[config.mk]
export PLATFORM = sky130hd
export DESIGN_NAME = backing_store_map_table
export DESIGN_NICKNAME = d
export VERILOG_FILES = /design/src/hw/rtl/bsmt_pkg.sv /design/src/hw/rtl/bsmt_ctrl.sv /design/src/hw/rtl/bsmt_dp.sv /design/src/hw/rtl/backing_store_map_table.sv
export VERILOG_INCLUDE_DIRS = /design/src /design/src/hw/rtl
export SDC_FILE = /design/constraint.sdc
export NUM_CORES = 2
export LEC_CHECK = 0
export BUFFER_PORTS_ARGS = -buffer_cell sky130_fd_sc_hd__clkbuf_2
export CORE_AREA = 4 4 383 385
export CTS_BUF_LIST = sky130_fd_sc_hd__clkbuf_8
export DETAILED_ROUTE_END_ITERATION = 8
export DIE_AREA = 0 0 387 389
export PLACE_DENSITY = 0.71
export SLEW_MARGIN = 20
export SYNTH_ARGS = -nofsm -noshare
export SYNTH_HDL_FRONTEND = slang
export SYNTH_SLANG_ARGS = --single-unit
[constraint.sdc]
create_clock -name clk_i -period 15.9 [get_ports clk_i]
set_input_delay 4.77 -clock clk_i [delete_from_list [all_inputs] [get_ports clk_i]]
set_output_delay 4.77 -clock clk_i [all_outputs]
set_load 0.01 [all_outputs]
[src/hw/rtl/backing_store_map_table_assert.svh]
// Assertion helpers for the RTL files; included by bsmt_ctrl.
`ifndef BACKING_STORE_MAP_TABLE_ASSERT_SVH
`define BACKING_STORE_MAP_TABLE_ASSERT_SVH

// Clocked property, masked while reset is asserted.
`define BSMT_ASSERT(name, prop, msg) \
  name: assert property (@(posedge clk_i) disable iff (!rst_ni) prop) \
    else $error(msg);

// Condition that must never be true at a clock edge.
`define BSMT_ASSERT_NEVER(name, cond, msg) \
  `BSMT_ASSERT(name, !(cond), msg)

`endif

[src/hw/rtl/bsmt_pkg.sv]
`default_nettype none
package bsmt_pkg;

  // Default configuration
  localparam int unsigned NUM_STORES_DEF = 16;
  localparam int unsigned NUM_PROCS_DEF  = 64;
  localparam int unsigned MAX_PAGES_DEF  = 128;
  localparam int unsigned PAGE_SHIFT_DEF = 12;

  localparam logic STATUS_OK  = 1'b0;
  localparam logic STATUS_ERR = 1'b1;

  typedef enum logic [1:0] {
    MODE_ALLOC  = 2'd0,
    MODE_FREE   = 2'd1,
    MODE_MAP    = 2'd2,
    MODE_LOOKUP = 2'd3
  } mode_e;

  typedef struct packed {
    mode_e       mode;
    logic [5:0]  pid;
    logic [3:0]  store;
    logic [19:0] vpno;
    logic [7:0]  npages;
    logic [31:0] vaddr;
  } req_t;

  typedef struct packed {
    logic       status;
    logic       found;
    logic [3:0] store_index;
    logic [6:0] page_offset;
  } rsp_t;

  typedef enum logic {
    ST_IDLE = 1'b0,
    ST_EVAL = 1'b1
  } state_e;

  // Controller to datapath commands
  typedef struct packed {
    logic capture;  // latch request, scan table, read page memories
    logic commit;   // update table, load result register
  } cmd_t;

endpackage
`default_nettype wire

[src/hw/rtl/bsmt_ctrl.sv]
`default_nettype none
`include "backing_store_map_table_assert.svh"
module bsmt_ctrl
  import bsmt_pkg::*;
(
  input  wire logic clk_i,
  input  wire logic rst_ni,
  input  wire logic in_valid_i,
  output logic      in_ready_o,
  output logic      out_valid_o,
  input  wire logic out_ready_i,
  output cmd_t      cmd_o
);

  state_e state_q, state_d;
  logic   out_valid_q, out_valid_d;

  // Next state
  always_comb begin
    state_d = state_q;
    case (state_q)
      ST_IDLE: begin
        if (in_valid_i) state_d = ST_EVAL;
      end
      ST_EVAL: begin
        if (!out_valid_q || out_ready_i) state_d = ST_IDLE;
      end
      default: state_d = ST_IDLE;
    endcase
  end

  // Outputs
  always_comb begin
    in_ready_o    = 1'b0;
    cmd_o.capture = 1'b0;
    cmd_o.commit  = 1'b0;
    case (state_q)
      ST_IDLE: begin
        in_ready_o    = 1'b1;
        cmd_o.capture = in_valid_i;
      end
      ST_EVAL: begin
        cmd_o.commit = !out_valid_q || out_ready_i;
      end
      default: begin
        in_ready_o = 1'b0;
      end
    endcase
  end

  always_comb begin
    out_valid_d = out_valid_q;
    if (cmd_o.commit) begin
      out_valid_d = 1'b1;
    end else if (out_ready_i) begin
      out_valid_d = 1'b0;
    end
  end

  always_ff @(posedge clk_i or negedge rst_ni) begin
    if (!rst_ni) begin
      state_q     <= ST_IDLE;
      out_valid_q <= 1'b0;
    end else begin
      state_q     <= state_d;
      out_valid_q <= out_valid_d;
    end
  end

  assign out_valid_o = out_valid_q;

  `BSMT_ASSERT(a_capture_evals, cmd_o.capture |=> state_q == ST_EVAL, "capture lost")
  `BSMT_ASSERT(a_commit_shows, cmd_o.commit |=> out_valid_q && state_q == ST_IDLE, "commit lost")
  `BSMT_ASSERT(a_stall_holds, state_q == ST_EVAL && out_valid_q && !out_ready_i |=> state_q == ST_EVAL, "left evaluation while result pending")
  `BSMT_ASSERT_NEVER(a_no_overwrite, cmd_o.commit && out_valid_q && !out_ready_i, "result overwritten")

endmodule
`default_nettype wire

[src/hw/rtl/bsmt_dp.sv]
`default_nettype none
module bsmt_dp
  import bsmt_pkg::*;
#(
  parameter int unsigned NUM_STORES = NUM_STORES_DEF,
  parameter int unsigned NUM_PROCS  = NUM_PROCS_DEF,
  parameter int unsigned MAX_PAGES  = MAX_PAGES_DEF,
  parameter int unsigned PAGE_SHIFT = PAGE_SHIFT_DEF
) (
  input  wire logic clk_i,
  input  wire logic rst_ni,
  input  wire cmd_t cmd_i,
  input  wire req_t req_i,
  output rsp_t      rsp_o
);

  localparam int unsigned SW  = $clog2(NUM_STORES);
  localparam int unsigned PIW = $clog2(NUM_PROCS);
  localparam int unsigned PGW = 32 - PAGE_SHIFT;
  localparam int unsigned CW  = (PGW > 21) ? PGW : 21;

  // Table state
  logic                 mapped_q [NUM_STORES];
  logic [NUM_PROCS-1:0] sharer_q [NUM_STORES];
  logic [7:0]           cnt_mem  [NUM_STORES];
  logic [19:0]          base_mem [NUM_STORES];

  // Request and scan results held across evaluation
  req_t          req_q;
  logic          alloc_ok_q, look_hit_q;
  logic [SW-1:0] alloc_idx_q, look_idx_q;
  logic [7:0]    cnt_rd_q;
  logic [19:0]   base_rd_q;
  rsp_t          rsp_q, rsp_d;

  // Scan against the incoming request
  logic [6:0]     in_st_ext, in_pid_ext;
  logic [PIW-1:0] in_pid_idx;
  logic           in_pid_ok;
  logic           alloc_ok, look_hit;
  logic [SW-1:0]  alloc_idx, look_idx, rd_addr;

  assign in_st_ext  = 7'(req_i.store);
  assign in_pid_ext = 7'(req_i.pid);
  assign in_pid_idx = in_pid_ext[PIW-1:0];
  assign in_pid_ok  = in_pid_ext < 7'(NUM_PROCS);

  always_comb begin
    alloc_ok  = 1'b0;
    alloc_idx = '0;
    look_hit  = 1'b0;
    look_idx  = '0;
    for (int i = NUM_STORES - 1; i >= 0; i--) begin
      if (!mapped_q[i]) begin
        alloc_ok  = 1'b1;
        alloc_idx = SW'(i);
      end
      if (in_pid_ok && sharer_q[i][in_pid_idx]) begin
        look_hit = 1'b1;
        look_idx = SW'(i);
      end
    end
  end

  assign rd_addr = (req_i.mode == MODE_MAP) ? in_st_ext[SW-1:0] : look_idx;

  always_ff @(posedge clk_i) begin
    if (cmd_i.capture) begin
      req_q       <= req_i;
      alloc_ok_q  <= alloc_ok;
      alloc_idx_q <= alloc_idx;
      look_hit_q  <= look_hit;
      look_idx_q  <= look_idx;
      cnt_rd_q    <= cnt_mem[rd_addr];
      base_rd_q   <= base_mem[rd_addr];
    end
  end

  // Evaluation of the held request
  logic [6:0]     st_ext, pid_ext;
  logic [SW-1:0]  st_idx;
  logic [PIW-1:0] pid_idx;
  logic           st_ok, pid_ok, np_ok;
  logic           map_ok, join_ok, claim;
  logic           free_we, map_we, cnt_we;
  logic [CW-1:0]  page, base_ext, top, diff;

  assign st_ext  = 7'(req_q.store);
  assign pid_ext = 7'(req_q.pid);
  assign st_idx  = st_ext[SW-1:0];
  assign pid_idx = pid_ext[PIW-1:0];
  assign st_ok   = st_ext < 7'(NUM_STORES);
  assign pid_ok  = pid_ext < 7'(NUM_PROCS);
  assign np_ok   = (req_q.npages != 8'd0) && (9'(req_q.npages) <= 9'(MAX_PAGES));

  assign map_ok  = st_ok && pid_ok && np_ok;
  assign claim   = map_ok && !mapped_q[st_idx];
  assign join_ok = map_ok && mapped_q[st_idx] && !sharer_q[st_idx][pid_idx]
                   && (cnt_rd_q >= req_q.npages);

  assign page     = CW'(req_q.vaddr[31:PAGE_SHIFT]);
  assign base_ext = CW'(base_rd_q);
  assign top      = base_ext + CW'(cnt_rd_q);
  assign diff     = page - base_ext;

  always_comb begin
    rsp_d = '{status: STATUS_OK, found: 1'b0, store_index: 4'd0, page_offset: 7'd0};
    case (req_q.mode)
      MODE_ALLOC: begin
        rsp_d.status = alloc_ok_q ? STATUS_OK : STATUS_ERR;
        rsp_d.found  = alloc_ok_q;
        if (alloc_ok_q) rsp_d.store_index = 4'(alloc_idx_q);
      end
      MODE_FREE: begin
        if (!st_ok) rsp_d.status = STATUS_ERR;
      end
      MODE_MAP: begin
        if (!(claim || join_ok)) rsp_d.status = STATUS_ERR;
      end
      MODE_LOOKUP: begin
        if (look_hit_q) begin
          if (page < base_ext || page >= top) begin
            rsp_d.status = STATUS_ERR;
          end else begin
            rsp_d.found       = 1'b1;
            rsp_d.store_index = 4'(look_idx_q);
            rsp_d.page_offset = 7'(diff);
          end
        end
      end
      default: rsp_d.status = STATUS_ERR;
    endcase
  end

  assign free_we = cmd_i.commit && (req_q.mode == MODE_FREE) && st_ok;
  assign map_we  = cmd_i.commit && (req_q.mode == MODE_MAP) && (claim || join_ok);
  assign cnt_we  = cmd_i.commit && (req_q.mode == MODE_MAP) && claim;

  always_ff @(posedge clk_i or negedge rst_ni) begin
    if (!rst_ni) begin
      for (int i = 0; i < NUM_STORES; i++) begin
        mapped_q[i] <= 1'b0;
        sharer_q[i] <= '0;
      end
    end else if (free_we) begin
      mapped_q[st_idx] <= 1'b0;
      sharer_q[st_idx] <= '0;
    end else if (map_we) begin
      mapped_q[st_idx]          <= 1'b1;
      sharer_q[st_idx][pid_idx] <= 1'b1;
    end
  end

  always_ff @(posedge clk_i) begin
    if (map_we) base_mem[st_idx] <= req_q.vpno;
    if (cnt_we) cnt_mem[st_idx]  <= req_q.npages;
  end

  always_ff @(posedge clk_i) begin
    if (cmd_i.commit) rsp_q <= rsp_d;
  end

  assign rsp_o = rsp_q;

endmodule
`default_nettype wire

[src/hw/rtl/backing_store_map_table.sv]
// Channel   Direction  Handshake                  Payload
// request   in         in_valid_i / in_ready_o    in_req_i  (bsmt_pkg::req_t)
// result    out        out_valid_o / out_ready_i  out_rsp_o (bsmt_pkg::rsp_t)
//
// A request is accepted in idle, where the table flags are scanned and the page
// count and base memories are read; it is then evaluated, and committed once
// the result register is free. Those memories have a single read port.
// Reset clears all mapped flags and sharer bitmaps at once; no clearing pass.
// A result held by a stalled consumer blocks only the commit of the next
// request, which waits in evaluation until the result register frees up.
`default_nettype none
module backing_store_map_table
  import bsmt_pkg::*;
#(
  parameter int unsigned NUM_STORES = NUM_STORES_DEF,
  parameter int unsigned NUM_PROCS  = NUM_PROCS_DEF,
  parameter int unsigned MAX_PAGES  = MAX_PAGES_DEF,
  parameter int unsigned PAGE_SHIFT = PAGE_SHIFT_DEF
) (
  input  wire logic clk_i,
  input  wire logic rst_ni,
  input  wire logic in_valid_i,
  output logic      in_ready_o,
  input  wire req_t in_req_i,
  output logic      out_valid_o,
  input  wire logic out_ready_i,
  output rsp_t      out_rsp_o
);

  // Commands from the sequencer: capture on request accept, commit once
  // the result register can take the new result.
  cmd_t cmd;

  // Sequencer: owns both handshakes and the result-valid flag.
  bsmt_ctrl u_ctrl (
    .clk_i       (clk_i),
    .rst_ni      (rst_ni),
    .in_valid_i  (in_valid_i),
    .in_ready_o  (in_ready_o),
    .out_valid_o (out_valid_o),
    .out_ready_i (out_ready_i),
    .cmd_o       (cmd)
  );

  // Datapath: flag and sharer arrays, page memories, priority scans,
  // range check and the result register.
  bsmt_dp #(
    .NUM_STORES (NUM_STORES),
    .NUM_PROCS  (NUM_PROCS),
    .MAX_PAGES  (MAX_PAGES),
    .PAGE_SHIFT (PAGE_SHIFT)
  ) u_dp (
    .clk_i  (clk_i),
    .rst_ni (rst_ni),
    .cmd_i  (cmd),
    .req_i  (in_req_i),
    .rsp_o  (out_rsp_o)
  );

endmodule
`default_nettype wire
==> impl_results.md <==
* Unrepaired setup endpoints after global routing: no
* Post-synth cell types at 84
* Initial core utilization at 0.547
* Max VDD drop at 0.0913 mV
* Signal arrival time at the worst endpoint at 11.86 ns
* Hold Vio Cnt, Final at 0
* Final-stage net count at 6037
* Crit-path most repeated cell: nand3_1
* Max incr delay on CP at 0.80 ns
* Synth async-reset ratio at 0.651
* CP max stage cell: o21a_1
* Die area at 151000 µm²
* Worst setup path end: u_dp.base_rd_q[10]
* Die Ht at 389 µm
* Fmax achieved at 89.8 MHz
* Number of cells on the worst reg-to-reg path at 14
* Final Wtd Congestion at 0.991
* Routed Antenna Nets at 0
* Final Critical Period at 11.14 ns
* Area growth, synth to finish at 9.25%
* R2R Path Start: u_dp.st_idx[0]
* Hpwl dp at 166000 µm
* Actual slew at the worst max-slew pin at 1.26 ns
* Sequential cell area at 42900 µm²
* Share of the yosys chip area belonging to registers at 0.547
* Drt wl/cell at 34.4 µm
* Status: complete, but fails checks
* Origin of the worst setup path: in_req_i[66]
* Hold_buf cts at 0
* Met1 Usage GRT at 0.476
* Largest net degree at the start of global routing at 171
* Placement Setup Slack at 3.96 ns
* Post-Syn Nets at 6048
* DRC at 7
* Layout cells sized above 1 at 0.205
* # clock sinks at 1601
* Max-slew violation count at 0
* Number of global-route vias before repair at 57600
* Iter 0 DRT Violations at 8122
* Area of the multi-input gates at 33400 µm²
* Num ports at 91
* CTS tree: built
* DR vias/cell at 7.34
* R2R setup slack at 8.57 ns
* Max Cap Viol at 0
* Design Area, Final at 85600 µm²
* Largest area contributor in the netlist: dfrtp_1
* Power density cells at 112 nW/µm²
* All-layer global routing usage at 0.361
* Worst hold path type: reg -> reg
* CTS Buf Count at 279
* Flops & latches, synth at 1601
* Setup ws final at 4.76 ns
* Crit start category: input pin
* Clk slew on worst S/H paths at 0.06 ns
* Std cell rows at 139
* Post-DP Area at 80400 µm²
* Number of synthesized flops with an enable pin at 559
* Grt total ovfl at 0
* Final period util at 0.700
* WL final at 275000 µm
* CTS max path bufs at 4
* Endpoint class of the critical path: register
* First-pass detailed-route iteration total at 9
* Gr busiest metal: met2
* Clock root cell: clkbuf_8
* Syn. warnings at 0
* Area contributors post-synth: dfrtp_1 33%, edfxtp_1 21%, mux4_2 15%
* Port Buffer Count at 78
* Synth top area share at 0.333
* GR Util met3 at 0.124
* Area of the core at 143000 µm²
* WS Path Type: in -> reg
* Die W at 387 µm
* Predominant post-synthesis flop cell: dfrtp_1
* Met2 usage at 0.512
* Fin Setup TNS at 0 ns
* Power consumption at 9.62 mW
* Worst-path cell chain: buf_8 -> buf_4 -> nor2b_1 -> a22oi_1 -> nand3_1 -> nand3_1 -> or3_1 -> and2_1 -> o311ai_1 -> o21ba_1 -> o21a_1 -> nand2_1 -> or2_2 -> o221a_2 -> and4_1
* Failing checks: design-rule violations
* Clock Skew at 0.0612 ns
* # resized after CTS at 0
* Final Setup Violations at 0
* Max-slew headroom at 0.157
* Leakage at 34.8 nW
* Total number of vias at 58600
* Avg Synthesized Cell Area at 13.3 µm²
* Crit-path max FO at 85
* Post-Syn Area at 78300 µm²
* Reg2reg end: u_dp.sharer_q[333]
* # fillers at 11100
* Post-CTS Setup Inserts at 0
* Initial antenna violation count at 10
* Clk Latency, worst-skew pair at 1.03 ns
* First-pass GRT wire length at 400000 µm
* Syn Inst Count at 5910
* CTS H-tree lvls at 5
* Critical Path RT at 16.63 ns
layer usage:
layer,share of wire,vias up
li1,-,23000
met4,0.078,10
met3,0.14,1070
met2,0.43,4970
met5,0.00027,-
met1,0.35,29600
layout make-up:
class	instances	area share
flip-flops and latches	1601	0.501
multi-input cells	3735	0.390
clock buffers	328	0.0528
well taps	1903	0.0278
repair buffers	213	0.0188
clock inverters	133	0.00645
inverters	69	0.00303
diodes	9	0.000263
synth_stat cells, drive strengths merged (7+ instances only):
library cell  instances
dfrtp              1042
nand2               634
a22o                605
edfxtp              559
mux4                514
o21ai               512
mux2i               329
clkbuf              288
nor2                223
buf                 217
a22oi               160
a21oi                93
o22ai                74
inv                  69
nand3                68
ha                   60
mux2                 51
nor2b                38
nand2b               32
nor3                 25
o21a                 25
a221oi               24
a211oi               18
xnor2                17
a32oi                16
and2                 15
or2                  14
and3                 13
and4b                12
nand4                11
a21o                 10
a31oi                10
and4                  9
nor4                  9
o2111ai               9
o221ai                9
nor4b                 7
o211ai                7
registers in the layout, summed over array words and instances, names as in the netlist, 6 cells and up, named ones only:
| name | flops |
|---|---|
| u_dp.req_q | 30 |
| u_dp.pid_idx | 6 |
| u_dp.cnt_rd_q | 8 |
| u_dp.page | 20 |
| u_dp.sharer_q | 1024 |
| u_dp.rsp_o | 13 |
| u_dp.base_rd_q | 20 |
| u_dp.base_mem | 320 |
| u_dp.cnt_mem | 128 |
cells by family after synthesis:
logic type	share of synthesized area
adder cells (fa/ha/maj)	0.0101
XOR/XNOR	0.00224
multiplexers	0.197
buffers and inverters	0.0323
AND/OR/NAND/NOR	0.0645
flip-flops	0.547
AO/OA/AOI/OAI	0.146
critical path: cells and delay by family:
kind                   cells  cell delay (ns)
buffers and inverters      2             1.36
AOI/OAI and AO/OA          5             2.07
and+or+nand+nor            8             3.59
placed cells by master, fill, tap and decap left out, types with 122 or more instances in the layout:
master,synthesis,routed
a22oi_1,160,160
a22o_1,605,605
nor2_1,212,184
clkbuf_8,0,328
dfrtp_1,1042,1042
nand2_1,634,634
mux2i_1,328,328
buf_4,26,122
inv_1,69,161
o21ai_0,511,511
mux4_2,514,514
edfxtp_1,559,559
metrics by stage:
step,cells,utilization,hold WS (ns)
after floorplan,5910,-,0.459
after global placement,7519,0.562,0.476
after detailed placement,7519,0.562,0.490
after CTS,7980,0.597,0.504
after global routing,7983,0.598,0.530
final,7991,0.598,0.504
power by group:
group          switching, mW  internal, mW
Sequential             0.163          4.46
Combinational          0.936         0.497
Clock                   1.70          1.86
Total                   2.80          6.82
worst min path at each step:
stage               depth (start not counted)  slack [ns]                 end                from
floorplan                                   2        0.46  u_dp.sharer_q[121]  u_dp.sharer_q[121]
global placement                            2        0.48  u_dp.sharer_q[260]  u_dp.sharer_q[260]
detailed placement                          2        0.49   u_dp.sharer_q[37]   u_dp.sharer_q[37]
CTS                                         2        0.50   u_dp.sharer_q[37]   u_dp.sharer_q[37]
global route                                2        0.53  u_dp.sharer_q[766]  u_dp.sharer_q[766]
finish                                      2        0.50  u_dp.sharer_q[212]  u_dp.sharer_q[212]
No activity file was read; power rests on OpenSTA's default activity.
